$ cat src/hw/rtl/assert_macros.svh
// ----------------------------------------------------------------------------
// Assertion macros
// Shared concurrent assertion wrappers. The using module provides clk and rst_n.
// ----------------------------------------------------------------------------
`ifndef ASSERT_MACROS_SVH
`define ASSERT_MACROS_SVH

// Check only outside reset.
`define LSD_ASSERT(lbl, prop, msg) \
  lbl: assert property (@(posedge clk) disable iff (!rst_n) prop) else $error(msg);

// Check on every clock edge, reset included.
`define LSD_ASSERT_ALWAYS(lbl, prop, msg) \
  lbl: assert property (@(posedge clk) prop) else $error(msg);

`endif

$ cat src/hw/rtl/lsd_pkg.sv
// ----------------------------------------------------------------------------
// lsd_pkg
// Types and constants for the LZSS stream decoder.
// ----------------------------------------------------------------------------
package lsd_pkg;

  localparam int OFFSET_BITS    = 11;
  localparam int LEN_BITS       = 4;
  localparam int MIN_MATCH_BIAS = 1;

  localparam int RING_SIZE       = 2 ** OFFSET_BITS;
  localparam int LIT_TOKEN_BITS  = 9;
  localparam int PTR_TOKEN_BITS  = 1 + OFFSET_BITS + LEN_BITS;
  localparam int TOKEN_W         = PTR_TOKEN_BITS;
  localparam int CNT_W           = $clog2(PTR_TOKEN_BITS + 1);
  localparam int RUN_W           = LEN_BITS + 1;
  localparam int FILL_W          = OFFSET_BITS + 1;
  localparam int BYTE_W          = 8;

  localparam logic [OFFSET_BITS-1:0] WRITE_START =
    OFFSET_BITS'(RING_SIZE - (2 ** LEN_BITS + MIN_MATCH_BIAS));
  localparam logic [BYTE_W-1:0] SPACE_CHAR = 8'h20;

  // Queue depths, powers of two.
  localparam int CMDQ_DEPTH = 2;
  localparam int OUTQ_DEPTH = 4;
  localparam int CMDQ_PTR_W = $clog2(CMDQ_DEPTH);
  localparam int OUTQ_PTR_W = $clog2(OUTQ_DEPTH);
  localparam int CMDQ_CNT_W = $clog2(CMDQ_DEPTH + 1);
  localparam int OUTQ_CNT_W = $clog2(OUTQ_DEPTH + 1);

  typedef struct packed {
    logic [BYTE_W-1:0] code_byte;
    logic              stream_end;
  } in_item_t;

  typedef struct packed {
    logic [BYTE_W-1:0] data_byte;
    logic              run_last;
  } out_item_t;

  typedef struct packed {
    logic                   is_ptr;
    logic [BYTE_W-1:0]      lit;
    logic [OFFSET_BITS-1:0] pos;
    logic [LEN_BITS-1:0]    len;
  } cmd_t;

  typedef struct packed {
    logic full;
    logic empty;
  } q_stat_t;

  typedef enum logic [1:0] {
    BK_IDLE,
    BK_PRIME,
    BK_COPY
  } back_state_t;

endpackage

$ cat src/hw/rtl/lsd_cmd_queue.sv
// ----------------------------------------------------------------------------
// lsd_cmd_queue
// Short command queue between token decode and the copy engine.
// ----------------------------------------------------------------------------
module lsd_cmd_queue import lsd_pkg::*; (
  input  logic    clk,
  input  logic    rst_n,
  input  logic    push,
  input  cmd_t    push_cmd,
  input  logic    pop,
  output cmd_t    head,
  output q_stat_t stat
);

  cmd_t                  store_r [CMDQ_DEPTH];
  logic [CMDQ_PTR_W-1:0] wr_ptr_r, rd_ptr_r;
  logic [CMDQ_CNT_W-1:0] cnt_r;
  logic                  push_ok, pop_ok;

  assign stat.full  = (cnt_r == CMDQ_CNT_W'(CMDQ_DEPTH));
  assign stat.empty = (cnt_r == '0);
  assign push_ok    = push && !stat.full;
  assign pop_ok     = pop && !stat.empty;
  assign head       = store_r[rd_ptr_r];

  always_ff @(posedge clk) begin
    if (push_ok) store_r[wr_ptr_r] <= push_cmd;
  end

  always_ff @(posedge clk) begin
    if (!rst_n) begin
      wr_ptr_r <= '0;
      rd_ptr_r <= '0;
      cnt_r    <= '0;
    end else begin
      if (push_ok) wr_ptr_r <= wr_ptr_r + 1'b1;
      if (pop_ok)  rd_ptr_r <= rd_ptr_r + 1'b1;
      if (push_ok && !pop_ok)      cnt_r <= cnt_r + 1'b1;
      else if (pop_ok && !push_ok) cnt_r <= cnt_r - 1'b1;
    end
  end

endmodule

$ cat config.mk
export PLATFORM = sky130hd
export DESIGN_NAME = lsd_cmd_queue
export DESIGN_NICKNAME = d
export VERILOG_FILES = /design/src/hw/rtl/assert_macros.svh /design/src/hw/rtl/lsd_pkg.sv /design/src/hw/rtl/lsd_cmd_queue.sv
export SDC_FILE = /design/constraint.sdc
export NUM_CORES = 1
export LEC_CHECK = 0
export BUFFER_PORTS_ARGS = -buffer_cell sky130_fd_sc_hd__buf_2
export CAP_MARGIN = 10
export CORE_MARGIN = 2
export CORE_UTILIZATION = 55
export DETAILED_ROUTE_END_ITERATION = 16
export PLACE_DENSITY = 0.83
export SYNTH_ARGS = -nofsm -noshare
export SYNTH_HDL_FRONTEND = slang
export SYNTH_SLANG_ARGS = --single-unit
$ cat constraint.sdc
create_clock -name clk -period 4.5 [get_ports clk]
set_input_delay 0.675 -clock clk [delete_from_list [all_inputs] [get_ports clk]]
set_output_delay 0.675 -clock clk [all_outputs]
set_load 0.02 [all_outputs]
==> results.py, run 1 <==
metrics = {
    "route": {
        "final_antenna_net_count": 0,
        "drc": 0,
        "wirelength_um": 3040,
        "wl_per_cell_um": 14.9,
        "drtPass1Iterations": 4,
        "viasPerCell": 5.05,
        "dr.first_iter.drc_count": 35,
        "vias": 1031,
    },
    "power_and_ir_drop": {
        "power_density_mw_per_mm2": 541,
        "leakage_nw": 0.873,
        "irDropWorstVdd_mv": 0.425,
    },
    "timing": {
        "worstMarginPinSlew_ps": 1140,
        "finalSetupViolCount": 0,
        "timing.hold.ws_ps": 490,
        "fmax_ghz": 0.375,
        "max-slew-margin-rel_pct": 24.0,
        "fin_tns_setup_ps": 0,
        "drv_slew": 0,
        "hold_viol": 0,
        "clock-skew-final_ps": 12.3,
        "fin_crit_ps": 2670,
        "rsz0062_at_grt": "false",
        "min_period_over_period_pct": 59.2,
    },
    "worst_setup_path": {
        "r2r_cells": 3,
        "crit_required_ps": 3830,
        "ff2ff_setup_slack_ps": 2530,
        "slowest_stage": "dfxtp_1",
        "worstSetupStartpointType": "flop",
        "critPathCapture": "head[11]",
        "reg2reg_from": "cnt_r[0]",
        "crit_type": "flop to output port",
        "reg2reg_to": "store_r[0][20]",
        "slowest_delay_ps": 1030,
        "crit_path_end_kind": "output port",
        "worstPathArrival_ps": 1990,
        "crit_chain": "mux2_2 -> buf_2",
        "cp_max_fo": 24,
    },
    "placed_design": {
        "post_dp_cell_area_mm2": 0.00227,
        "port_buffers": 53,
        "place_hpwl_um": 2090,
        "gp_congestion": 0.673,
        "place_inst": 196,
    },
    "logic_synthesis": {
        "synth_area_per_cell_um2": 19.6,
        "ys.warnings.count": 0,
        "syn_nets": 129,
        "synth_cell_types": 20,
        "netlist_instances": 100,
        "yosysSeqAreaShare_pct": 78.6,
        "synth_area_mm2": 0.00196,
        "ys_seq_elements": 53,
    },
    "hold_path": {
        "hp-class": "primary input to flop",
    },
    "clocking": {
        "clock_latency_ps": 360,
        "cts.path.max_buffers": 2,
        "cts_tree": "built",
        "ctsHoldBuffers": 0,
        "cts_post_setup_buffers_inserted": 0,
        "clockRootBuffer": "clkbuf_4",
        "cts-htree-levels": 2,
        "cts_inserted_buffers": 5,
        "clk_pin_slew_ps": 150,
        "clock-sinks": 53,
        "cts-resized-gates": 0,
    },
    "floorplan": {
        "dieArea_mm2": 0.00406,
        "initial_core_util_pct": 57.8,
        "rows": 21,
        "die_w_um": 63.7,
        "io_pins": 54,
        "core_area_mm2": 0.00339,
        "dieHeight_um": 63.7,
    },
    "cells_and_area": {
        "fin_area_mm2": 0.00233,
        "nets": 186,
        "final_util_pct": 68.8,
        "antenna_cells": 0,
        "syn2layout_area_growth_pct": 18.9,
        "stdcell_count": 204,
        "drive_above_1_share_pct": 54.4,
        "n_fill_cell": 223,
    },
    "run": {
        "maxCapViolCount": 0,
    },
    "global_routing": {
        "grt_pass1_vias": 1054,
        "grt_max_degree": 26,
        "grtUsageTotal_pct": 16.2,
        "grt_pass1_wl_um": 4830,
        "gr-total-overflow": 0,
        "antenna_found_initial": 0,
    },
    "outcome": {
        "status": "completed",
    },
}
flip-flops by register name, summed over array words and instances (netlist names), named ones only:
name / count
store_r: 48
cnt_r: 2
rd_ptr_r: 1
wr_ptr_r: 1
layout by cell type (no fill, tap or decap):
cell type	synthesis	layout
or3_1	1	1
nor3_4	0	1
o21ai_1	1	1
clkbuf_1	0	1
nand2b_1	1	1
nor2_1	2	2
and2_1	3	3
edfxtp_1	48	48
xnor2_1	2	2
ha_1	1	1
a21boi_0	1	1
mux2_2	24	24
and3_1	1	1
dfxtp_1	5	5
clkbuf_4	0	5
buf_2	3	53
clkinvlp_4	0	2
o21a_1	1	1
xor2_1	1	1
a21boi_1	1	1
inv_1	1	1
inv_2	1	1
o21ai_0	1	1
where the power goes:
group	switching, mW	internal [mW]	leakage (nW)	total [mW]
sequential	0.0536	0.622	0.490	0.675
combinational	0.217	0.170	0.359	0.387
clock	0.138	0.0613	0.0245	0.199
routing by layer:
metal	GRT usage, %	wire [µm]
met5	0	0
met1	18.0	1220
met2	28.3	1610
met3	5.36	178
met4	7.34	42
worst max-delay path, delay by kind of cell, from the launching register on:
kind | cells | cell delay, ps
flip-flops | 1 | 1030
multiplexers | 1 | 430
buffers and inverters | 1 | 160
cells by family after synthesis:
kind of cell | after synthesis | share of synthesized area (%)
and+or+nand+nor | 9 | 2.81
DFF | 53 | 78.6
buffers and inverters | 5 | 1.15
xor gates and xnor gates | 3 | 1.34
muxes | 24 | 13.8
AOI/OAI and AO/OA | 5 | 1.66
adders and majority gates | 1 | 0.638
how the worst min path moves through the flow:
stage / start / to / depth (start not counted)
floorplan: cnt_r[1] / cnt_r[1] / 2
CTS: push_cmd[13] / store_r[1][13] / 1
finish: push_cmd[1] / store_r[1][1] / 1
global placement: cnt_r[1] / cnt_r[1] / 2
global route: push_cmd[22] / store_r[1][22] / 1
detailed placement: cnt_r[1] / cnt_r[1] / 2
final cells by class:
cell class / instances / area (µm²) / area share [%]
sequential: 53 / 1540 / 66.1
timing repair buffer: 53 / 265 / 11.4
clock inverter: 2 / 15.0 / 0.644
tap: 46 / 57.6 / 2.47
clock buffer: 6 / 41.3 / 1.77
inverter: 2 / 7.51 / 0.322
multi-input combinational: 42 / 403 / 17.3
cell usage after synthesis:
master	instances	area share (%)
edfxtp_1	48	74
mux2_2	24	14
dfxtp_1	5	5.1
and2_1	3	0.96
buf_2	3	0.77
nor2_1	2	0.38
xnor2_1	2	0.89
a21boi_0	1	0.38
a21boi_1	1	0.38
and3_1	1	0.32
ha_1	1	0.64
inv_1	1	0.19
inv_2	1	0.19
nand2b_1	1	0.32
nor3_2	1	0.51
o21a_1	1	0.38
o21ai_0	1	0.26
o21ai_1	1	0.26
or3_1	1	0.32
xor2_1	1	0.45
through the flow:
step                      setup WS (ps)  power (mW)
after floorplan                    2350       0.955
after global placement             2230        1.06
after detailed placement           2210        1.08
after CTS                          1780        1.28
after global routing               1700        1.32
final                              1830        1.26
No activity file was read; power rests on OpenSTA's default activity.
==> inputs of run 2 (changes only) <==
- CORE_UTILIZATION: 55 -> 51
- PLACE_DENSITY: 0.83 -> 0.78
- clock period: 4.5 -> 2.8 ns (I/O delays scaled with it)
==> results.py, run 2 (synthesis gave the netlist of run 1 again) <==
metrics = {
    "clocking": {
        "cts_tree": "built",
        "cts.path.max_buffers": 2,
        "clk_pin_slew_ps": 90,
        "clock-sinks": 53,
        "clockRootBuffer": "clkbuf_8",
        "cts-resized-gates": 0,
        "clock_latency_ps": 300,
        "cts_inserted_buffers": 5,
        "cts-htree-levels": 2,
        "cts_post_setup_buffers_inserted": 0,
        "ctsHoldBuffers": 0,
    },
    "power_and_ir_drop": {
        "p_clk_share_pct": 22.0,
        "switching_share_pct": 30.0,
        "irDropWorstVdd_mv": 0.481,
        "power_density_mw_per_mm2": 918,
        "pwr-share-seq_pct": 47.9,
        "leakage_nw": 0.917,
        "p_sw_mw": 0.663,
        "p_int_mw": 1.55,
        "p_comb_share_pct": 30.1,
    },
    "cells_and_area": {
        "top_register": "store_r",
        "nets": 189,
        "layout_commonest_cell": "buf_2",
        "largest_reg_flops": 48,
        "layout_common_cells": "53 x buf_2, 48 x edfxtp_1, 24 x mux2_2",
        "syn2layout_area_growth_pct": 22.7,
        "final_util_pct": 65.2,
        "antenna_cells": 0,
        "n_fill_cell": 269,
        "reg.largest.list": "store_r (48), cnt_r (2)",
        "drive_above_1_share_pct": 54.7,
    },
    "outcome": {
        "status": "completed",
    },
    "worst_setup_path": {
        "slowest_delay_ps": 640,
        "crit_required_ps": 2380,
        "cp_max_fo": 13,
        "crit_type": "flop to output port",
        "crit_path_end_kind": "output port",
        "crit_chain": "buf_4 -> mux2_2 -> buf_2",
        "worstSetupStartpointType": "flop",
        "slowest_stage": "dfxtp_1",
        "worstPathArrival_ps": 1780,
    },
    "timing": {
        "drv_slew": 0,
        "clock-skew-final_ps": 2.40,
        "finalSetupViolCount": 0,
        "worstMarginPinSlew_ps": 682,
        "fin_tns_setup_ps": 0,
        "min_period_over_period_pct": 78.5,
        "max-slew-margin-rel_pct": 54.4,
        "hold_viol": 0,
        "fin_crit_ps": 2200,
        "fmax_ghz": 0.455,
        "rsz0062_at_grt": "false",
    },
    "route": {
        "drc": 0,
        "final_antenna_net_count": 0,
        "dr.first_iter.drc_count": 36,
        "viasPerCell": 4.96,
        "drtPass1Iterations": 4,
        "wirelength_um": 3090,
        "vias": 1036,
        "wl_per_cell_um": 14.8,
    },
    "floorplan": {
        "rows": 22,
        "core_area_mm2": 0.00369,
        "dieHeight_um": 66.0,
        "io_pins": 54,
        "die_w_um": 66.0,
        "initial_core_util_pct": 53.2,
        "dieArea_mm2": 0.00436,
    },
    "global_routing": {
        "grt_pass1_wl_um": 4710,
        "grt_max_degree": 16,
        "gr-total-overflow": 0,
        "grtUsageTotal_pct": 15.4,
        "grt_pass1_vias": 1030,
        "antenna_found_initial": 0,
    },
    "placed_design": {
        "place_hpwl_um": 2190,
        "port_buffers": 53,
        "gp_congestion": 0.686,
    },
    "hold_path": {
        "hp-class": "primary input to flop",
    },
    "run": {
        "maxCapViolCount": 0,
    },
}
run 2: changes by cell type in the layout (fill, tap and decap cells not counted), sizes merged:
cell | previous run | this run
buf | 53 | 56
bufinv | 0 | 1
clkinv | 0 | 1
clkinvlp | 2 | 0
run 2: path summary, 6_finish.rpt:
| check | startpoint | end | slack (ps) | cells after the start |
|---|---|---|---|---|
| hold / removal | push_cmd[21] | store_r[1][21] | 300 | 1 |
| hold reg to reg | cnt_r[1] | cnt_r[1] | 600 | 2 |
| setup / recovery | flop | head[12] | 600 | 3 |
| setup reg to reg | cnt_r[0] | store_r[0][16] | 960 | 4 |
run 2: critical path: cells and delay by family, from the launching register on:
kind | cells | cell delay [ps]
buf+inv | 2 | 470
flops | 1 | 640
mux | 1 | 360
run 2: metal layers:
| layer | wire length (µm) | vias to the layer above | track usage (%) |
|---|---|---|---|
| met4 | 31 | 0 | 5.36 |
| li1 | - | 498 | - |
| met3 | 212 | 5 | 6.30 |
| met5 | 0 | - | 0 |
| met2 | 1560 | 33 | 25.6 |
| met1 | 1290 | 500 | 18.2 |
run 2: layout make-up:
class	instances	area (µm²)	share of cell area (%)
sequential	53	1540	64.1
multi-input combinational	42	403	16.7
timing repair buffer	56	288	12.0
clock buffer	6	72.6	3.02
tap	48	60.1	2.50
clock inverter	2	33.8	1.40
inverter	2	7.51	0.312
run 2: power by group through the flow:
stage	combinational, mW	clock, mW	sequential (mW)
after floorplan	0.489	0	1.04
after global placement	0.654	0	1.07
after detailed placement	0.671	0	1.08
after CTS	0.676	0.493	1.06
after global routing	0.718	0.531	1.07
final	0.664	0.486	1.06
run 2: metrics by stage:
step / power, mW / cell area, µm² / cells / worst slack [ps] / hold slack, ps
floorplan: 1.53 / 1960 / 100 / 778 / 483
global route: 2.32 / 2410 / 209 / 491 / 288
finish: 2.21 / 2410 / 209 / 601 / 303
detailed placement: 1.75 / 2300 / 201 / 893 / 582
global placement: 1.72 / 2300 / 201 / 935 / 497
CTS: 2.23 / 2410 / 209 / 553 / 295
