## config.mk

```make
export PLATFORM = sky130hd
export DESIGN_NAME = lsd_front
export DESIGN_NICKNAME = d
export VERILOG_FILES = /design/src/hw/rtl/lsd_pkg.sv /design/src/hw/rtl/lsd_front.sv
export VERILOG_INCLUDE_DIRS = /design/src /design/src/hw/rtl
export SDC_FILE = /design/constraint.sdc
export NUM_CORES = 1
export LEC_CHECK = 0
export ABC_CLOCK_PERIOD_IN_PS = 16239
export BUFFER_PORTS_ARGS = -buffer_cell sky130_fd_sc_hd__buf_4
export CAP_MARGIN = 20
export CORE_UTILIZATION = 60
export CTS_BUF_LIST = sky130_fd_sc_hd__clkbuf_4
export CTS_CLUSTER_SIZE = 16
export DETAILED_ROUTE_END_ITERATION = 10
export GPL_TIMING_DRIVEN = 0
export PLACE_DENSITY = 0.92
export SETUP_SLACK_MARGIN = 0.15
export SLEW_MARGIN = 20
export SYNTH_ARGS = -nofsm -noshare
export SYNTH_HDL_FRONTEND = slang
export SYNTH_SLANG_ARGS = --single-unit
```

## constraint.sdc

```tcl
create_clock -name clk -period 16.24 [get_ports clk]
set_input_delay 0.812 -clock clk [delete_from_list [all_inputs] [get_ports clk]]
set_output_delay 0.812 -clock clk [all_outputs]
set_load 0.005 [all_outputs]
```

## src/hw/rtl/assert_macros.svh

```systemverilog
// ----------------------------------------------------------------------------
// Assertion macros
// Shared concurrent assertion wrappers. The using module provides clk and rst_n.
// ----------------------------------------------------------------------------
`ifndef ASSERT_MACROS_SVH
`define ASSERT_MACROS_SVH

// Check only outside reset.
`define LSD_ASSERT(lbl, prop, msg) \
  lbl: assert property (@(posedge clk) disable iff (!rst_n) prop) else $error(msg);

// Check on every clock edge, reset included.
`define LSD_ASSERT_ALWAYS(lbl, prop, msg) \
  lbl: assert property (@(posedge clk) prop) else $error(msg);

`endif

```

## src/hw/rtl/lsd_pkg.sv

```systemverilog
// ----------------------------------------------------------------------------
// lsd_pkg
// Types and constants for the LZSS stream decoder.
// ----------------------------------------------------------------------------
package lsd_pkg;

  localparam int OFFSET_BITS    = 11;
  localparam int LEN_BITS       = 4;
  localparam int MIN_MATCH_BIAS = 1;

  localparam int RING_SIZE       = 2 ** OFFSET_BITS;
  localparam int LIT_TOKEN_BITS  = 9;
  localparam int PTR_TOKEN_BITS  = 1 + OFFSET_BITS + LEN_BITS;
  localparam int TOKEN_W         = PTR_TOKEN_BITS;
  localparam int CNT_W           = $clog2(PTR_TOKEN_BITS + 1);
  localparam int RUN_W           = LEN_BITS + 1;
  localparam int FILL_W          = OFFSET_BITS + 1;
  localparam int BYTE_W          = 8;

  localparam logic [OFFSET_BITS-1:0] WRITE_START =
    OFFSET_BITS'(RING_SIZE - (2 ** LEN_BITS + MIN_MATCH_BIAS));
  localparam logic [BYTE_W-1:0] SPACE_CHAR = 8'h20;

  // Queue depths, powers of two.
  localparam int CMDQ_DEPTH = 2;
  localparam int OUTQ_DEPTH = 4;
  localparam int CMDQ_PTR_W = $clog2(CMDQ_DEPTH);
  localparam int OUTQ_PTR_W = $clog2(OUTQ_DEPTH);
  localparam int CMDQ_CNT_W = $clog2(CMDQ_DEPTH + 1);
  localparam int OUTQ_CNT_W = $clog2(OUTQ_DEPTH + 1);

  typedef struct packed {
    logic [BYTE_W-1:0] code_byte;
    logic              stream_end;
  } in_item_t;

  typedef struct packed {
    logic [BYTE_W-1:0] data_byte;
    logic              run_last;
  } out_item_t;

  typedef struct packed {
    logic                   is_ptr;
    logic [BYTE_W-1:0]      lit;
    logic [OFFSET_BITS-1:0] pos;
    logic [LEN_BITS-1:0]    len;
  } cmd_t;

  typedef struct packed {
    logic full;
    logic empty;
  } q_stat_t;

  typedef enum logic [1:0] {
    BK_IDLE,
    BK_PRIME,
    BK_COPY
  } back_state_t;

endpackage

```

## src/hw/rtl/lsd_front.sv

```systemverilog
// ----------------------------------------------------------------------------
// lsd_front
// Shifts code bits MSB first into the token register and issues one command
// per finished literal or pointer token.
// ----------------------------------------------------------------------------
module lsd_front import lsd_pkg::*; (
  input  logic     clk,
  input  logic     rst_n,
  input  logic     in_push,
  output logic     in_full,
  input  in_item_t in_item,
  input  q_stat_t  cmdq_stat,
  output logic     cmd_push,
  output cmd_t     cmd
);

  `include "assert_macros.svh"

  logic [TOKEN_W-1:0] shift_r, shift_nxt;
  logic [CNT_W-1:0]   cnt_r, cnt_nxt;
  logic               tag_r, tag_nxt;
  logic               done;
  logic               accept;

  assign in_full  = cmdq_stat.full;
  assign accept   = in_push && !cmdq_stat.full;
  assign cmd_push = accept && done;

  always_comb begin
    logic b;
    shift_nxt = shift_r;
    cnt_nxt   = cnt_r;
    tag_nxt   = tag_r;
    done      = 1'b0;
    cmd       = '0;
    for (int i = 0; i < BYTE_W; i++) begin
      b = in_item.code_byte[BYTE_W-1-i];
      if (cnt_nxt == '0) tag_nxt = b;
      shift_nxt = {shift_nxt[TOKEN_W-2:0], b};
      cnt_nxt   = cnt_nxt + 1'b1;
      if (!tag_nxt && cnt_nxt == CNT_W'(LIT_TOKEN_BITS)) begin
        done       = 1'b1;
        cmd.is_ptr = 1'b0;
        cmd.lit    = shift_nxt[BYTE_W-1:0];
        shift_nxt  = '0;
        cnt_nxt    = '0;
      end else if (tag_nxt && cnt_nxt == CNT_W'(PTR_TOKEN_BITS)) begin
        done       = 1'b1;
        cmd.is_ptr = 1'b1;
        cmd.pos    = shift_nxt[OFFSET_BITS+LEN_BITS-1:LEN_BITS];
        cmd.len    = shift_nxt[LEN_BITS-1:0];
        shift_nxt  = '0;
        cnt_nxt    = '0;
      end
    end
    if (in_item.stream_end) begin
      shift_nxt = '0;
      cnt_nxt   = '0;
    end
  end

  always_ff @(posedge clk) begin
    if (!rst_n) begin
      shift_r <= '0;
      cnt_r   <= '0;
      tag_r   <= 1'b0;
    end else if (accept) begin
      shift_r <= shift_nxt;
      cnt_r   <= cnt_nxt;
      tag_r   <= tag_nxt;
    end
  end

  // padding bits of the last byte never survive
  `LSD_ASSERT(a_end_clears, (accept && in_item.stream_end) |=> (cnt_r == '0), "token kept")

endmodule

```

==> metrics.md, run 1 <==
| Metric | Value |
|---|---|
| Outcome | finished, final reports clean |
| Most common cell after layout, fill and taps aside | nand2_1 |
| CP Class | register to output pin |
| Die Height | 93.1 um |
| Final Hold Vio Count | 0 |
| Syn Std Cell Area | 4980 um2 |
| Placed cell area | 5390 um2 |
| Hold-fix buffers at CTS | 0 |
| HP Class | register to register |
| Req. time, crit path | 15,430 ps |
| Gp weighted congestion | 1.01 |
| Antenna-violating nets left | 0 |
| DP HPWL | between 10,000 and 15,000 um |
| Root Driver | clkbuf_4 |
| Clock latency at the later pin of the worst-skew pair | 290 ps |
| Avg Inst Size Synth | about 6.8 um2 |
| Post-route cell area | 5800 um2 |
| Yosys reg bits | 20 |
| Io pins | 40 |
| Unrepaired setup endpoints after global routing | false |
| Layout cells sized above 1 | 19.9% |
| Fin nets | 829 |
| DRT Wirelength | about 18,000 um |
| Clk sinks | 20 |
| Core Rows | 32 |
| Antenna violations before repair | 0 |
| Die ar. | 8670 um2 |
| Final Cycle Share | between 90% and 100% |
| Max incr delay on CP | 540 ps |
| Crit path max-delay cell type | or4_4 |
| Slew margin rel. | roughly 36% |
| Ys Warns | 0 |
| H-tree depth reported by CTS | 1 |
| Pin count of the biggest net entering global routing | 12 |
| Clk slew on worst S/H paths | roughly 100 ps |
| Fmax | about 0.064 GHz |
| First-pass GRT wire length | 27,600 um |
| Initial core utilization | 63.2% |
| Commonest non-fill, non-tap cells in the layout | nand2_1 (125), buf_4 (55), o21ai_0 (49) |
| Post-synthesis cell count | about 730 |
| Final Critical Period | 15,530 ps |
| CTS Buf Count | 3 |
| Post-synth EDFFs | 0 |
| DR iter-0 viols | 680 |
| Synth cell types | 99 |
| Nature of the critical path startpoint | register |
| Sequential fraction of the synthesis area | 8.04% |
| Crit end category | output pin |
| Overflow after GRT | 0 |
| Syn Nets | 774 |
| Vias per cell | 6.91 |
| Vias in the first global route | between 5k and 6k |
| Clock Skew | 1.15 ps |
| Wire per inst | ~20 um |
| Layout area overhead | 16.5% |
| CTS tree | yes |
| Non-Filler Instances | 885 |
| Port-buffer cells | 38 |
| DRT Pass-1 Iters | 6 |
| FFs w/ async S/R, synth | 0% |
| Endpoints failing setup | 0 |
| Slew Limit Fails | 0 |
| CP most frequent cell | ha_2 |
| # placed instances | 869 |
| Longest Clk Path Bufs | 2 |
| Ys flop type | dfxtp_1 |
| Core area | between 7000 and 8000 um2 |
| Detailed-route DRC error count | 0 |
| Gr usage total | between 30% and 40% |
| WP data arrival | 14,710 ps |
| Worst Path Max Fanout | 10 |
| Worst-Margin Slew | 950 ps |
| # diodes | 0 |
| DR vias | 6,116 |
| Max-Cap Viols | 0 |
| Die width | 93.1 um |
## cell usage after synthesis (9+ instances only)
library cell	number	area share, %
mux2i_1	17	3.4
a221oi_1	9	1.6
ha_1	31	7.8
o21ai_0	50	5.0
o211ai_1	19	2.9
dfxtp_1	20	8.0
nor2_1	47	3.5
and2_1	19	2.4
o31ai_2	10	2.5
a31oi_1	15	1.9
nor3_1	15	1.5
clkbuf_1	33	2.5
nand2_1	128	9.6
nand3_1	34	3.4
a211oi_1	9	1.4
a21oi_1	43	4.3
xnor2_1	12	2.1
inv_1	21	1.6
and3_1	14	1.8
## state kept, by name, indices dropped and copies added (netlist names)
register,count
shift_r,14
cnt_r,5
tag_r,1
## worst max-delay path: cells and delay by family, from the launching register on
| family | cells | cell delay (ps) |
|---|---|---|
| compound gates | 19 | 4080 |
| simple gates | 25 | 4340 |
| mux | 2 | 290 |
| fa+ha+maj | 8 | 1800 |
| xor+xnor | 1 | 280 |
| flops | 1 | 500 |
| buf+inv | 18 | 3070 |
## timing repair
| item | in CTS | in global routing |
|---|---|---|
| gates resized for setup | 25 | 42 |
| setup buffers | 5 | 7 |
| endpoints found under the setup margin | 43 | 43 |
| endpoints found under the hold margin | 0 | 0 |
| pin swaps | 2 | 9 |
## metrics by stage
| step | setup TNS (ps) | utilization (%) | setup WS [ps] | hold WS [ps] |
|---|---|---|---|---|
| CTS | 0 | 70.6 | 160 | 505 |
| finish | 0 | 73.6 | 714 | 514 |
| global route | 0 | 73.6 | 30.5 | 520 |
| floorplan | 0 | - | 1420 | 436 |
| detailed placement | -67060 | 68.4 | -2150 | 491 |
| global placement | -46710 | 68.4 | -1670 | 478 |
## kinds of logic (layout without fill, tap and decap cells)
| kind of cell | after synthesis | after routing | share of synthesized area, % |
|---|---|---|---|
| simple gates | 310 | 310 | 30.5 |
| compound gates | 247 | 247 | 37.6 |
| fa+ha+maj | 32 | 32 | 7.99 |
| xor+xnor | 20 | 20 | 4.25 |
| flops | 20 | 20 | 8.04 |
| mux | 21 | 21 | 4.37 |
| buf+inv | 79 | 133 | 7.26 |
## layer usage
metal	vias up	global-route usage, %	wire (um)
met1	2828	51.7	7150
met4	0	14.6	601
met2	389	66.1	8200
met5	-	0	0
li1	2828	-	-
met3	71	3.66	1690
## worst paths after layout
check / from / endpoint / slack [ps] / depth (start not counted)
max reg2reg: cnt_r[1] / cnt_r[3] / 1840 / 72
min: shift_r[13] / shift_r[13] / 510 / 2
max: cnt_r[1] / cmd[18] / 710 / 73
min reg2reg: shift_r[13] / shift_r[13] / 510 / 2
## layout make-up
class	instances	area, um2
multi-input combinational	630	4490
fill	641	2080
clock inverter	1	3.75
sequential	20	402
tap	102	128
buffer	57	299
timing repair buffer	50	375
clock buffer	3	22.5
inverter	22	82.6
Power of run 1 is not shown: default switching activity piles up to over one toggle a cycle in this logic, so the estimate is an artifact.
==> inputs of run 2 (changes only) <==
--- a/config.mk
+++ b/config.mk
@@ -6,7 +6,7 @@
 export SDC_FILE = /design/constraint.sdc
 export NUM_CORES = 1
 export LEC_CHECK = 0
-export ABC_CLOCK_PERIOD_IN_PS = 16239
+export ABC_CLOCK_PERIOD_IN_PS = 17300
 export BUFFER_PORTS_ARGS = -buffer_cell sky130_fd_sc_hd__buf_4
 export CAP_MARGIN = 20
 export CORE_UTILIZATION = 60
@@ -15,6 +15,7 @@
 export DETAILED_ROUTE_END_ITERATION = 10
 export GPL_TIMING_DRIVEN = 0
 export PLACE_DENSITY = 0.92
+export REMOVE_ABC_BUFFERS = 1
 export SETUP_SLACK_MARGIN = 0.15
 export SLEW_MARGIN = 20
 export SYNTH_ARGS = -nofsm -noshare
==> constraint.sdc (replaced) <==
create_clock -name clk -period 17.3 [get_ports clk]
set_input_delay 0.865 -clock clk [delete_from_list [all_inputs] [get_ports clk]]
set_output_delay 0.865 -clock clk [all_outputs]
set_load 0.005 [all_outputs]
==> run 2 against run 1 <==
Against the previous run: the run now ends with DRC left; sequential share of layout area rose by 0.30 points; worst hold slack worse by 17 ps; sequential cell count unchanged; clock skew increased by 5.7 ps; design area decreased by 3.9%; largest cell class unchanged.
==> metrics.md, run 2 (synthesis results as in run 1) <==
| Metric | Value |
|---|---|
| Gp weighted congestion | 1.00 (-1.2%) |
| Root Driver | clkbuf_4 |
| Hold-fix buffers at CTS | 0 (unchanged) |
| Number of flip-flops under the largest register name | 14 (unchanged) |
| Pre-CTS setup slack | -2940 ps (-799 ps) |
| WP data arrival | 15,550 ps (+840 ps) |
| Fin nets | 783 (-5.5%) |
| Max incr delay on CP | 670 ps (+130 ps) |
| First-pass GRT wire length | 26,100 um (-5.6%) |
| Placed cell area | 5150 um2 (-4.4%) |
| Initial core utilization | 63.2% (unchanged) |
| Detailed-route DRC error count | 1 (+1) |
| Nature of the critical path startpoint | register |
| Max-Cap Viols | 0 (unchanged) |
| Final Critical Period | 16,410 ps |
| Final Hold Vio Count | 0 (unchanged) |
| Clock latency at the later pin of the worst-skew pair | 330 ps (+40 ps) |
| Fmax | about 0.061 GHz |
| Req. time, crit path | 16,430 ps (+1000 ps) |
| Commonest non-fill, non-tap cells in the layout | nand2_1 (128), buf_4 (55), o21ai_0 (50) |
| Sequential cell area | 403 um2 (+0.31%) |
| CTS tree | yes |
| Unrepaired setup endpoints after global routing | false |
| Layout cells sized above 1 | 19.0% (-0.93 points) |
| Top flop regs | shift_r x14, cnt_r x5, tag_r x1 |
| DP HPWL | 11,600 um (-13%) |
| Worst-Margin Slew | 1030 ps (+80.7 ps) |
| H-tree depth reported by CTS | 1 (unchanged) |
| Clk sinks | 20 (unchanged) |
| # diodes | 0 (unchanged) |
| Layout area overhead | 12.0% |
| Area of the multi-input gates | 4460 um2 (-0.61%) |
| Crit path max-delay cell type | or4_4 |
| DRT Wirelength | 17,100 um (-3.1%) |
| Most flop-heavy register | shift_r |
| Worst Path Max Fanout | 17 (+7) |
| Fin Setup TNS | 0 ps (unchanged) |
| Clk slew on worst S/H paths | 130 ps (+30 ps) |
| DR iter-0 viols | 992 (+46%) |
| Clock Skew | 6.90 ps (+5.75 ps) |
| Die Height | 93.1 um (unchanged) |
| Fillcell total | 648 (+1.1%) |
| Antenna-violating nets left | 0 (unchanged) |
| Vias per cell | 7.25 (+4.9%) |
| Slew margin rel. | 31.3% (-4.9 points) |
| Violated checks | DRC |
| Antenna violations before repair | 0 (unchanged) |
| Io pins | 40 (unchanged) |
| Core area | 7890 um2 (unchanged) |
| Utilization after layout | 70.7% (-2.9 points) |
| Most common cell after layout, fill and taps aside | nand2_1 |
| Pin count of the biggest net entering global routing | 34 (+22) |
| DRT Pass-1 Iters | 11 (+5) |
| Wire per inst | 20.4 um (+2.2%) |
| Crit end category | output pin |
| Die width | 93.1 um (unchanged) |
| CTS Buf Count | 3 (unchanged) |
| Die ar. | 8670 um2 (unchanged) |
| Worst Slack Setup Final | 889 ps (+175 ps) |
| Outcome | complete, but fails checks |
| DR vias | 6,085 (-0.51%) |
| Overflow after GRT | 0 (unchanged) |
| HP Class | register to register |
| Gr usage total | 36.8% (-2.5 points) |
| Longest Clk Path Bufs | 2 (unchanged) |
| Endpoints failing setup | 0 (unchanged) |
| Vias in the first global route | 5,552 (-3.0%) |
| CP Class | register to output pin |
| Port-buffer cells | 38 (unchanged) |
| Post-route cell area | 5580 um2 (-3.9%) |
| Final Cycle Share | 94.9% |
| Slew Limit Fails | 0 (unchanged) |
| Core Rows | 32 (unchanged) |
[run 2: cell count changes in the layout (fill, tap and decap cells not counted), sizes merged]
cell | before | now
clkbuf | 37 | 3
buf | 73 | 58
and3 | 14 | 15
bufinv | 0 | 1
clkinv | 1 | 0
nand3 | 36 | 37
nor2 | 49 | 50
[run 2: final timing paths]
kind / to / slack, ps / cells past startpoint / from
setup / recovery: cmd[7] / 890 / 66 / cnt_r[0]
hold / removal: shift_r[12] / 500 / 2 / shift_r[12]
hold reg to reg: shift_r[12] / 500 / 2 / shift_r[12]
setup reg to reg: shift_r[12] / 1930 / 65 / cnt_r[0]
[run 2: routing by layer]
| metal | vias to the layer above | routed length, um | track usage, % | share of wire [%] |
|---|---|---|---|---|
| met1 | 2716 | 6280 | 47.5 | 37 |
| li1 | 2751 | - | - | - |
| met2 | 481 | 7580 | 59.3 | 44 |
| met5 | - | 0 | 0 | 0 |
| met4 | 0 | 1010 | 17.7 | 5.9 |
| met3 | 137 | 2220 | 5.85 | 13 |
[run 2: cell type report]
cell class	count	share of cell area, %
Clock buffer	3	0.404
Multi-Input combinational cell	633	80.0
Tap cell	102	2.29
Sequential cell	20	7.22
Timing Repair Buffer	58	8.05
Inverter	22	1.48
Clock inverter	1	0.538
[run 2: repair_timing]
| action | in CTS | in global routing |
|---|---|---|
| endpoints found under the hold margin | 0 | 0 |
| cloned | 1 | 2 |
| resized for setup | 25 | 16 |
| setup endpoints to repair | 45 | 40 |
| pin swaps | 3 | 7 |
| setup buffers | 3 | 15 |
[run 2: critical path, delay by kind of cell, from the launching register on]
kind            cells  cell delay [ps]
compound gates     14             3570
flops               1              450
fa+ha+maj           8             1890
mux                 2              440
simple gates       31             7270
xor+xnor            1              250
buf+inv            10             1360
[run 2: stage by stage]
stage          std cells  hold slack, ps
5_1_grt              839             513
3_5_place_dp         814             478
6_report             839             496
3_3_place_gp         812             467
2_1_floorplan        672             436
4_1_cts              822             496
Power of run 2 is left out for the same reason.
