File: src/hw/rtl/assert_macros.svh
// ----------------------------------------------------------------------------
// Assertion macros
// Shared concurrent assertion wrappers. The using module provides clk and rst_n.
// ----------------------------------------------------------------------------
`ifndef ASSERT_MACROS_SVH
`define ASSERT_MACROS_SVH

// Check only outside reset.
`define LSD_ASSERT(lbl, prop, msg) \
  lbl: assert property (@(posedge clk) disable iff (!rst_n) prop) else $error(msg);

// Check on every clock edge, reset included.
`define LSD_ASSERT_ALWAYS(lbl, prop, msg) \
  lbl: assert property (@(posedge clk) prop) else $error(msg);

`endif

File: src/hw/rtl/lsd_pkg.sv
// ----------------------------------------------------------------------------
// lsd_pkg
// Types and constants for the LZSS stream decoder.
// ----------------------------------------------------------------------------
package lsd_pkg;

  localparam int OFFSET_BITS    = 11;
  localparam int LEN_BITS       = 4;
  localparam int MIN_MATCH_BIAS = 1;

  localparam int RING_SIZE       = 2 ** OFFSET_BITS;
  localparam int LIT_TOKEN_BITS  = 9;
  localparam int PTR_TOKEN_BITS  = 1 + OFFSET_BITS + LEN_BITS;
  localparam int TOKEN_W         = PTR_TOKEN_BITS;
  localparam int CNT_W           = $clog2(PTR_TOKEN_BITS + 1);
  localparam int RUN_W           = LEN_BITS + 1;
  localparam int FILL_W          = OFFSET_BITS + 1;
  localparam int BYTE_W          = 8;

  localparam logic [OFFSET_BITS-1:0] WRITE_START =
    OFFSET_BITS'(RING_SIZE - (2 ** LEN_BITS + MIN_MATCH_BIAS));
  localparam logic [BYTE_W-1:0] SPACE_CHAR = 8'h20;

  // Queue depths, powers of two.
  localparam int CMDQ_DEPTH = 2;
  localparam int OUTQ_DEPTH = 4;
  localparam int CMDQ_PTR_W = $clog2(CMDQ_DEPTH);
  localparam int OUTQ_PTR_W = $clog2(OUTQ_DEPTH);
  localparam int CMDQ_CNT_W = $clog2(CMDQ_DEPTH + 1);
  localparam int OUTQ_CNT_W = $clog2(OUTQ_DEPTH + 1);

  typedef struct packed {
    logic [BYTE_W-1:0] code_byte;
    logic              stream_end;
  } in_item_t;

  typedef struct packed {
    logic [BYTE_W-1:0] data_byte;
    logic              run_last;
  } out_item_t;

  typedef struct packed {
    logic                   is_ptr;
    logic [BYTE_W-1:0]      lit;
    logic [OFFSET_BITS-1:0] pos;
    logic [LEN_BITS-1:0]    len;
  } cmd_t;

  typedef struct packed {
    logic full;
    logic empty;
  } q_stat_t;

  typedef enum logic [1:0] {
    BK_IDLE,
    BK_PRIME,
    BK_COPY
  } back_state_t;

endpackage

File: src/hw/rtl/lsd_out_queue.sv
// ----------------------------------------------------------------------------
// lsd_out_queue
// Result queue that decouples the copy engine from the consumer.
// ----------------------------------------------------------------------------
module lsd_out_queue import lsd_pkg::*; (
  input  logic      clk,
  input  logic      rst_n,
  input  logic      push,
  input  out_item_t push_item,
  input  logic      pop,
  output out_item_t head,
  output q_stat_t   stat
);

  `include "assert_macros.svh"

  out_item_t             store_r [OUTQ_DEPTH];
  logic [OUTQ_PTR_W-1:0] wr_ptr_r, rd_ptr_r;
  logic [OUTQ_CNT_W-1:0] cnt_r;
  logic                  push_ok, pop_ok;

  assign stat.full  = (cnt_r == OUTQ_CNT_W'(OUTQ_DEPTH));
  assign stat.empty = (cnt_r == '0);
  assign push_ok    = push && !stat.full;
  assign pop_ok     = pop && !stat.empty;
  assign head       = store_r[rd_ptr_r];

  always_ff @(posedge clk) begin
    if (push_ok) store_r[wr_ptr_r] <= push_item;
  end

  always_ff @(posedge clk) begin
    if (!rst_n) begin
      wr_ptr_r <= '0;
      rd_ptr_r <= '0;
      cnt_r    <= '0;
    end else begin
      if (push_ok) wr_ptr_r <= wr_ptr_r + 1'b1;
      if (pop_ok)  rd_ptr_r <= rd_ptr_r + 1'b1;
      if (push_ok && !pop_ok)      cnt_r <= cnt_r + 1'b1;
      else if (pop_ok && !push_ok) cnt_r <= cnt_r - 1'b1;
    end
  end

  `LSD_ASSERT(a_pop_count, (pop_ok && !push_ok) |=> (cnt_r == $past(cnt_r) - 1'b1), "count not reduced on pop")

endmodule

File: config.mk
export PLATFORM = sky130hd
export DESIGN_NAME = lsd_out_queue
export DESIGN_NICKNAME = d
export VERILOG_FILES = /design/src/hw/rtl/lsd_pkg.sv /design/src/hw/rtl/lsd_out_queue.sv
export VERILOG_INCLUDE_DIRS = /design/src /design/src/hw/rtl
export SDC_FILE = /design/constraint.sdc
export NUM_CORES = 1
export LEC_CHECK = 0
export BUFFER_PORTS_ARGS = -buffer_cell sky130_fd_sc_hd__buf_2
export CORE_MARGIN = 2
export CORE_UTILIZATION = 50
export CTS_CLUSTER_SIZE = 40
export DETAILED_ROUTE_END_ITERATION = 7
export MAX_ROUTING_LAYER = met4
export PLACE_DENSITY_LB_ADDON = 0.12
export SYNTH_ARGS = -nofsm -noshare
export SYNTH_HDL_FRONTEND = slang
export SYNTH_SLANG_ARGS = --single-unit
File: constraint.sdc
create_clock -name clk -period 1.9 [get_ports clk]
set_clock_uncertainty 0.1 [all_clocks]
set_input_delay 0.285 -clock clk [delete_from_list [all_inputs] [get_ports clk]]
set_output_delay 0.285 -clock clk [all_outputs]
set_load 0.005 [all_outputs]
==> impl_metrics.py, run 1 <==
metrics = {
    "worst_setup_path": {
        "cp.required_ns": 2.12,
        "end_kind": "flip-flop",
        "cp_slowest_cell": "dfxtp_2",
        "critPathMaxStageDelay_ns": 0.37,
        "reg2reg_to": "cnt_r[2]",
        "cp_cell_sequence": "nor3b_2 > nor2b_2 > ha_4 > inv_1 > fa_2 > xor2_1 > or3_1 > a21boi_1",
        "reg2reg_depth": 8,
        "rrSetupSlack_ns": -0.09,
        "startpoint_type": "flip-flop",
        "r2r_start": "cnt_r[2]",
        "crit_buf_inv": 1,
        "critical_path_class": "flip-flop to flip-flop",
        "crit_fanout": 4,
        "worstSetupStartpoint": "cnt_r[2]",
        "critPathArrivalTime_ns": 2.20,
        "crit_family": "simple AND/OR/NAND/NOR gates",
    },
    "final_layout": {
        "drive_gt1_share_pct": 46.1,
        "area_growth_pct": 22.5,
        "fin_nets": 159,
        "fin_util_pct": 64.4,
        "n_antenna_cell": 0,
    },
    "routing": {
        "drc": 0,
        "via_count": 940,
        "post_drt_wl_per_cell_um": 15.1,
        "dr.pass1.iters": 4,
        "wl_um": 2830,
        "drt_iter0_drc": 29,
        "viasPerCell": 5.03,
        "ant_nets": 0,
    },
    "global_route": {
        "first_global_vias": 1015,
        "grt_pass1_wl_um": 4840,
        "use_met2_pct": 28.3,
        "overflow": 0,
        "grt_util_met3_pct": 4.11,
        "grt_max_degree": 17,
        "grt-busiest-layer": "met2",
        "gr-usage-all-layers_pct": 17.5,
        "grt.met1_usage_pct": 19.5,
        "antenna_found_initial": 0,
    },
    "synthesis": {
        "synth_area_um2": 1780,
        "syn_inst": 95,
        "synth-edff-count": 36,
        "synthArstFlopShare_pct": 0,
        "synth_top_family_by_area": "multiplexers",
        "synth_compound_area_share_pct": 1.90,
        "synth_fa_ha_area_share_pct": 4.63,
        "yosysSeqAreaShare_pct": 70.8,
        "synthFlopType": "edfxtp_1",
        "synth-seq-cells": 45,
        "yosysWarnings": 0,
        "synth_xor_area_share_pct": 1.97,
        "syn_nets": 114,
        "synth-simple-area-share_pct": 5.69,
        "avgSynthCellArea_um2": 18.8,
        "synth_cell_types": 22,
        "synth.mux.area_fraction_pct": 13.1,
    },
    "sta": {
        "final.setup.tns_ns": -0.159,
        "fmax_mhz": 503,
        "setup_viol": 6,
        "setup_slack_ns": -0.0891,
        "rsz0062_at_grt": "true",
        "relSlewSlack_pct": 70.7,
        "slew_violations": 0,
        "fin_hold_ws_ns": 0.0169,
        "period_minus_slack_ns": 1.99,
        "fin_crit_sh_pct": 105,
        "worst_pin_slew_ns": 0.439,
        "finalHoldViolCount": 0,
    },
    "power": {
        "swShare_pct": 28.7,
        "seq_power_share_pct": 50.1,
        "power_w": 0.00261,
        "p_int_w": 0.00186,
        "power_density_nw_per_um2": 1200,
        "clkPwrFrac_pct": 18.2,
        "p_sw_w": 0.000749,
        "peakVddDrop_v": 0.000805,
        "combPwrFrac_pct": 31.7,
        "p_leak_nw": 0.808,
    },
    "clock_tree": {
        "clk_pin_slew_ns": 0.13,
        "post_cts_buffers": 0,
        "clk_path_buf_depth": 2,
        "cts_tree": "built",
        "cts-root-buf": "clkbuf_4",
        "clkLatencyLatePin_ns": 0.37,
        "numCtsBuffers": 5,
        "cts_max_level": 2,
        "clock_sinks": 45,
    },
    "placed_design": {
        "place_congestion": 0.713,
        "portBuffers": 23,
        "hpwl_um": 1960,
        "dp_worst_setup_slack_ns": -0.135,
    },
    "floorplan": {
        "die_x_um": 63.7,
        "core-area_um2": 3390,
        "initial_core_util_pct": 52.6,
        "num_rows": 21,
        "io_pins": 24,
        "die_area_um2": 4060,
        "die_h_um": 63.7,
    },
    "worst_hold_path": {
        "hold_class": "input port to flip-flop",
        "hold_path_depth": 1,
        "worstHoldEndpoint": "store_r[2][8]",
        "min-delay-start": "push_item[8]",
    },
    "status": {
        "outcome": "finished, violations left",
        "violations": "setup timing",
    },
    "job": {
        "maxCapViolCount": 0,
    },
}
==> state kept, by name (all words and copies together) (netlist names), named ones only <==
register,count
cnt_r,3
rd_ptr_r,2
store_r,36
wr_ptr_r,2
==> kinds of logic (layout without fill, tap and decap cells) <==
family	after synthesis	in the layout
buffers and inverters	7	53
adders and majority gates	6	6
AOI/OAI and AO/OA	4	4
and+or+nand+nor	17	17
DFF	45	45
xor gates and xnor gates	4	4
muxes	12	12
==> stage by stage <==
step / instance area, um^2 / std cells
detailed placement: 2060 / 175
finish: 2180 / 187
floorplan: 1800 / 95
CTS: 2180 / 187
global placement: 2060 / 175
global route: 2180 / 187
==> per-layer routing <==
metal | share of wire (%) | vias to the layer above
met2 | 52 | 19
met3 | 3.7 | 7
met1 | 41 | 465
met4 | 3.5 | 0
met5 | 0 | -
li1 | - | 449
==> worst max-delay path by stage <==
stage	endpoint	slack [ns]	cells after the start
after CTS	cnt_r[2]	-0.09	8
after global routing	cnt_r[2]	-0.18	8
after floorplan	cnt_r[2]	-0.06	9
after detailed placement	cnt_r[2]	-0.14	8
after global placement	cnt_r[2]	-0.07	8
final	cnt_r[2]	-0.09	8
==> worst reg2reg max path: stages (launching register included) <==
cell	delay [ns]
dfxtp_2	0.37
nor3b_2	0.17
nor2b_2	0.18
ha_4	0.16
inv_1	0.05
fa_2	0.33
xor2_1	0.15
or3_1	0.31
a21boi_1	0.12
==> cell type report <==
cell class / instances / area, um^2
inverter: 3 / 11.3
clock inverter: 3 / 25.0
tap: 46 / 57.6
fill: 262 / 1210
sequential: 45 / 1270
clock buffer: 5 / 37.5
timing repair buffer: 42 / 273
multi-input combinational: 43 / 512
==> synth_stat cells (2+ instances only) <==
master	n	area, um^2
mux4_2	9	203
edfxtp_1	36	1080
inv_1	3	11.3
xnor2_1	3	26.3
ha_1	5	62.6
dfxtp_1	9	180
and2_1	8	50.1
nand2_1	4	15.0
clkbuf_1	2	7.51
nor2b_1	2	12.5
mux2i_1	3	30.0
==> cell usage in the layout (no fill, tap or decap) <==
| master | count |
|---|---|
| ha_1 | 4 |
| dlygate4sd3_1 | 3 |
| dfxtp_2 | 4 |
| xor2_1 | 1 |
| clkbuf_4 | 5 |
| mux2i_1 | 3 |
| or3_1 | 1 |
| xnor2_1 | 3 |
| nand2_1 | 4 |
| inv_6 | 1 |
| ha_4 | 1 |
| buf_2 | 23 |
| nor3b_2 | 1 |
| fa_2 | 1 |
| buf_4 | 14 |
| edfxtp_1 | 36 |
| nor2b_1 | 1 |
| o31ai_4 | 1 |
| and2_1 | 8 |
| clkinvlp_4 | 1 |
| o311ai_1 | 1 |
| buf_6 | 2 |
| mux4_2 | 9 |
| nor3_1 | 1 |
| o21ai_0 | 1 |
| dfxtp_1 | 5 |
| clkinv_4 | 1 |
| inv_1 | 3 |
| nor2b_2 | 1 |
| a21boi_1 | 1 |
==> timing repair <==
item,4_1_cts,5_1_grt
endpoints found under the setup margin,10,10
hold buffers,3,0
resized for setup,6,0
gates cloned,1,0
hold endpoints to repair,12,0
==> power groups by stage <==
| stage | clock, W | sequential, W | combinational, W |
|---|---|---|---|
| floorplan | 0 | 0.00130 | 0.000497 |
| global placement | 0 | 0.00131 | 0.000788 |
| detailed placement | 0 | 0.00132 | 0.000802 |
| CTS | 0.000496 | 0.00131 | 0.000849 |
| global route | 0.000525 | 0.00133 | 0.000920 |
| finish | 0.000474 | 0.00131 | 0.000829 |
Power figures use the tool's default switching activity.
==> run 2: changes to the inputs <==
--- a/config.mk
+++ b/config.mk
@@ -7,7 +7,7 @@
 export NUM_CORES = 1
 export LEC_CHECK = 0
 export BUFFER_PORTS_ARGS = -buffer_cell sky130_fd_sc_hd__buf_2
-export CORE_MARGIN = 2
+export CORE_MARGIN = 5
 export CORE_UTILIZATION = 50
 export CTS_CLUSTER_SIZE = 40
 export DETAILED_ROUTE_END_ITERATION = 7
==> impl_metrics.py, run 2 (synthesis results as in run 1) <==
metrics = {
    "power": {
        "peakVddDrop_v": 0.000706,
        "p_leak_nw": 0.794,
        "power_density_nw_per_um2": 1250,
    },
    "floorplan": {
        "num_rows": 21,
        "die_x_um": 69.7,
        "io_pins": 24,
        "initial_core_util_pct": 52.6,
        "die_h_um": 69.7,
        "die_area_um2": 4860,
        "core-area_um2": 3390,
    },
    "clock_tree": {
        "cts-root-buf": "clkbuf_4",
        "postCtsHoldBufs": 0,
        "clk_path_buf_depth": 2,
        "cts_max_level": 2,
        "clkLatencyLatePin_ns": 0.35,
        "cts_tree": "built",
        "clock_sinks": 45,
        "numCtsBuffers": 5,
        "clk_pin_slew_ns": 0.13,
    },
    "sta": {
        "fmax_mhz": 502,
        "finalHoldViolCount": 0,
        "period_minus_slack_ns": 1.99,
        "rsz0062_at_grt": "true",
        "relSlewSlack_pct": 77.7,
        "fin_hold_ws_ns": 0.0391,
        "slew_violations": 0,
        "setup_viol": 1,
        "setup_slack_ns": -0.0907,
        "worst_pin_slew_ns": 0.329,
        "fin_crit_sh_pct": 105,
    },
    "final_layout": {
        "drive_gt1_share_pct": 45.9,
        "n_fill_cell": 245,
        "final_common_cell": "edfxtp_1",
        "fin_nets": 153,
        "top_register": "store_r",
        "n_antenna_cell": 0,
        "fin_util_pct": 63.8,
        "design_area_um2": 2160,
        "final_cell_mix": "36 x edfxtp_1, 23 x buf_2, 10 x buf_4, 9 x mux4_2, 8 x and2_1",
        "regArea_um2": 1270,
        "multi_input_area_um2": 512,
        "reg.largest.list": "store_r x36, cnt_r x3",
        "area_growth_pct": 21.3,
        "largest_reg_flops": 36,
    },
    "worst_setup_path": {
        "critPathArrivalTime_ns": 2.18,
        "end_kind": "flip-flop",
        "cp.required_ns": 2.09,
        "startpoint_type": "flip-flop",
        "critical_path_class": "flip-flop to flip-flop",
        "cp_cell_sequence": "nor3b_2 > nor2b_2 > ha_4 > inv_1 > fa_2 > xor2_1 > or3_1 > a21boi_1",
        "crit_fanout": 4,
        "cp_slowest_cell": "dfxtp_2",
        "critPathMaxStageDelay_ns": 0.37,
    },
    "placed_design": {
        "place_congestion": 0.861,
        "portBuffers": 23,
        "hpwl_um": 2130,
        "postPlaceCellArea_um2": 2050,
    },
    "global_route": {
        "grt_max_degree": 15,
        "grt_pass1_wl_um": 4660,
        "first_global_vias": 941,
        "overflow": 0,
        "antenna_found_initial": 0,
        "gr-usage-all-layers_pct": 13.6,
    },
    "routing": {
        "drc": 0,
        "post_drt_wl_per_cell_um": 16.5,
        "ant_nets": 0,
        "drt_iter0_drc": 48,
        "via_count": 894,
        "dr.pass1.iters": 5,
        "viasPerCell": 4.94,
        "wl_um": 2980,
    },
    "worst_hold_path": {
        "hold_class": "input port to flip-flop",
    },
    "status": {
        "violations": "setup timing",
        "outcome": "finished, violations left",
    },
    "job": {
        "maxCapViolCount": 0,
    },
}
==> run 2: cell count changes in the layout (fill, tap and decap cells not counted), sizes merged <==
| cell | change |
|---|---|
| clkbuf | +1 |
| inv | -1 |
| dlygate4sd3 | -3 |
| buf | -3 |
| clkinvlp | -1 |
| bufinv | +1 |
==> run 2: area by class of cell <==
type	instances	area share [%]
multi-input combinational	43	23.7
sequential	45	58.7
tap	46	2.66
clock inverter	2	1.80
timing repair buffer	36	10.8
clock buffer	6	1.91
inverter	3	0.521
==> run 2: through the flow <==
| stage | total power (W) | setup WS, ns | std cells | setup TNS [ns] |
|---|---|---|---|---|
| 3_5_place_dp | 0.00213 | -0.147 | 172 | -0.147 |
| 5_1_grt | 0.00288 | -0.150 | 181 | -0.610 |
| 4_1_cts | 0.00275 | -0.0887 | 181 | -0.0989 |
| 6_report | 0.00271 | -0.0907 | 181 | -0.0907 |
| 2_1_floorplan | 0.00179 | -0.0610 | 95 | -0.0610 |
| 3_3_place_gp | 0.00210 | -0.0604 | 172 | -0.0604 |
==> run 2: critical path: cells and delay by family, from the launching register on <==
kind                       cells  cell delay (ns)
xor gates and xnor gates       1             0.15
DFF                            1             0.37
AOI/OAI and AO/OA              1             0.12
buffers and inverters          1             0.04
adders and majority gates      2             0.49
and+or+nand+nor                3             0.66
==> run 2: timing repair <==
action	4_1_cts	5_1_grt
resized for setup	6	0
cloned	0	0
pin swaps	0	0
setup endpoints to repair	10	10
buffers inserted	1	0
==> run 2: metal layers <==
metal  up-vias  global-route usage, %  routed length [um]
met4         0                   5.11                  55
li1        439                      -                   -
met2        19                   21.1                1480
met5         -                      -                   0
met3         5                   5.94                 146
met1       431                   15.6                1300
==> run 2: final timing paths <==
kind,start,endpoint,slack [ns],cells after the start
worst max-delay path,cnt_r[2],cnt_r[2],-0.09,8
worst min-delay path,push_item[8],store_r[0][8],0.04,1
worst max register to register,cnt_r[2],cnt_r[2],-0.09,8
worst min register to register,wr_ptr_r[1],wr_ptr_r[1],0.41,2
==> run 2: where the power goes <==
part           switching (W)  total, W  internal [W]
Combinational       0.000335  0.000827      0.000492
Clock               0.000296  0.000576      0.000280
Sequential         0.0000909   0.00131       0.00122
Total               0.000722   0.00271       0.00199
==> run 3: changes to the inputs <==
--- a/config.mk
+++ b/config.mk
@@ -9,10 +9,12 @@
 export BUFFER_PORTS_ARGS = -buffer_cell sky130_fd_sc_hd__buf_2
 export CORE_MARGIN = 5
 export CORE_UTILIZATION = 50
+export CTS_BUF_LIST = sky130_fd_sc_hd__clkbuf_16
 export CTS_CLUSTER_SIZE = 40
 export DETAILED_ROUTE_END_ITERATION = 7
 export MAX_ROUTING_LAYER = met4
 export PLACE_DENSITY_LB_ADDON = 0.12
+export SLEW_MARGIN = 20
 export SYNTH_ARGS = -nofsm -noshare
 export SYNTH_HDL_FRONTEND = slang
 export SYNTH_SLANG_ARGS = --single-unit
==> impl_metrics.py, run 3 (synthesis results as in run 1) <==
metrics = {
    "job": {
        "maxCapViolCount": 0,
    },
    "clock_tree": {
        "clkLatencyLatePin_ns": 0.28,
        "cts_max_level": 2,
        "cts-root-buf": "clkbuf_16",
        "clk_path_buf_depth": 2,
        "clock_sinks": 45,
        "cts_tree": "built",
        "postCtsHoldBufs": 0,
        "clk_pin_slew_ns": 0.06,
        "numCtsBuffers": 5,
    },
    "routing": {
        "wl_um": 3010,
        "dr.pass1.iters": 4,
        "post_drt_wl_per_cell_um": 16.6,
        "dr_wl_met2_um": 1580,
        "m1WireLength_um": 1220,
        "drt_iter0_drc": 53,
        "ant_nets": 0,
        "viasPerCell": 4.94,
        "via_count": 899,
        "drc": 0,
        "top_layer": "met4",
        "wl_met3_um": 152,
    },
    "power": {
        "combPwrFrac_pct": 26.9,
        "peakVddDrop_v": 0.000723,
        "p_sw_w": 0.000755,
        "p_leak_nw": 0.839,
        "swShare_pct": 24.6,
        "seq_power_share_pct": 42.4,
        "clkPwrFrac_pct": 30.7,
        "p_int_w": 0.00232,
        "power_density_nw_per_um2": 1370,
    },
    "final_layout": {
        "instances_no_fill": 182,
        "n_antenna_cell": 0,
        "top_register": "store_r",
        "final_cell_mix": "36 x edfxtp_1, 23 x buf_2, 13 x buf_4, 9 x mux4_2, 8 x and2_1",
        "area_growth_pct": 26.1,
        "reg.largest.list": "store_r x36, cnt_r x3",
        "final_common_cell": "edfxtp_1",
        "fin_nets": 154,
        "largest_reg_flops": 36,
        "drive_gt1_share_pct": 44.9,
        "design_area_um2": 2250,
    },
    "sta": {
        "slew_violations": 0,
        "rsz0062_at_grt": "true",
        "period_minus_slack_ns": 1.99,
        "setup_slack_ns": -0.0888,
        "fmax_mhz": 503,
        "relSlewSlack_pct": 71.0,
        "worst_pin_slew_ns": 0.435,
        "setup_viol": 1,
        "finalHoldViolCount": 0,
        "final.setup.tns_ns": -0.0888,
        "fin_crit_sh_pct": 105,
    },
    "global_route": {
        "grt_max_degree": 15,
        "gr-usage-all-layers_pct": 14.1,
        "overflow": 0,
        "antenna_found_initial": 0,
        "grt_pass1_wl_um": 4860,
        "first_global_vias": 976,
    },
    "placed_design": {
        "postPlaceCellArea_um2": 2050,
        "placed_cells": 172,
        "portBuffers": 23,
        "place_congestion": 0.861,
        "hpwl_um": 2130,
    },
    "worst_setup_path": {
        "critPathArrivalTime_ns": 2.10,
        "end_kind": "flip-flop",
        "startpoint_type": "flip-flop",
        "critical_path_class": "flip-flop to flip-flop",
        "cp.required_ns": 2.01,
        "crit_fanout": 4,
    },
    "floorplan": {
        "die_h_um": 69.7,
        "io_pins": 24,
        "die_x_um": 69.7,
        "die_area_um2": 4860,
        "core-area_um2": 3390,
        "num_rows": 21,
        "initial_core_util_pct": 52.6,
    },
    "status": {
        "outcome": "finished, violations left",
        "violations": "setup timing",
    },
    "worst_hold_path": {
        "hold_class": "input port to flip-flop",
    },
}
run 3: changes by cell type in the layout (fill, tap and decap cells not counted), sizes merged:
cell / previous run / this run
buf: 36 / 37
clkbuf: 6 / 5
inv: 3 / 4
run 3: area by class of cell:
cell class,instances,area [um^2]
sequential,45,1260
fill,235,1140
multi-input combinational,43,512
timing repair buffer,37,233
clock buffer,5,125
tap,46,57.6
clock inverter,3,42.5
inverter,3,11.3
run 3: routing by layer:
| layer | vias to the layer above | global-route usage, % |
|---|---|---|
| met5 | - | - |
| met4 | 0 | 5.74 |
| met3 | 5 | 5.36 |
| met2 | 16 | 23.2 |
| met1 | 435 | 15.3 |
| li1 | 443 | - |
run 3: worst paths after layout:
kind | start | end | slack (ns) | cells after the start
max | cnt_r[2] | cnt_r[2] | -0.09 | 8
min | push_item[7] | store_r[2][7] | 0.12 | 1
max reg2reg | cnt_r[2] | cnt_r[2] | -0.09 | 8
min reg2reg | wr_ptr_r[1] | wr_ptr_r[1] | 0.40 | 2
run 3: worst max-delay path, cell delays in order, from the launching register on:
cell      delay, ns
dfxtp_2        0.34
nor3b_2        0.17
nor2b_2        0.19
ha_4           0.16
inv_1          0.05
fa_2           0.33
xor2_1         0.15
or3_1          0.31
a21boi_1       0.12
run 3: metrics by stage:
stage / setup WS, ns / total power (W) / hold WS, ns / utilization [%]
2_1_floorplan: -0.0610 / 0.00179 / 0.284 / -
3_3_place_gp: -0.0604 / 0.00210 / 0.378 / 60.5
3_5_place_dp: -0.147 / 0.00213 / 0.404 / 60.5
4_1_cts: -0.0706 / 0.00312 / 0.112 / 66.3
5_1_grt: -0.181 / 0.00325 / 0.115 / 66.3
6_report: -0.0888 / 0.00307 / 0.120 / 66.3
run 3: repair_timing:
action	in CTS	in global routing
setup buffers	2	0
gates resized for setup	2	0
endpoints found under the setup margin	1	1
run 3: power by group through the flow:
stage	Sequential, W	Combinational [W]	Clock [W]
2_1_floorplan	0.00130	0.000497	0
3_3_place_gp	0.00131	0.000796	0
3_5_place_dp	0.00132	0.000810	0
4_1_cts	0.00131	0.000836	0.000978
5_1_grt	0.00132	0.000918	0.00101
6_report	0.00130	0.000827	0.000944
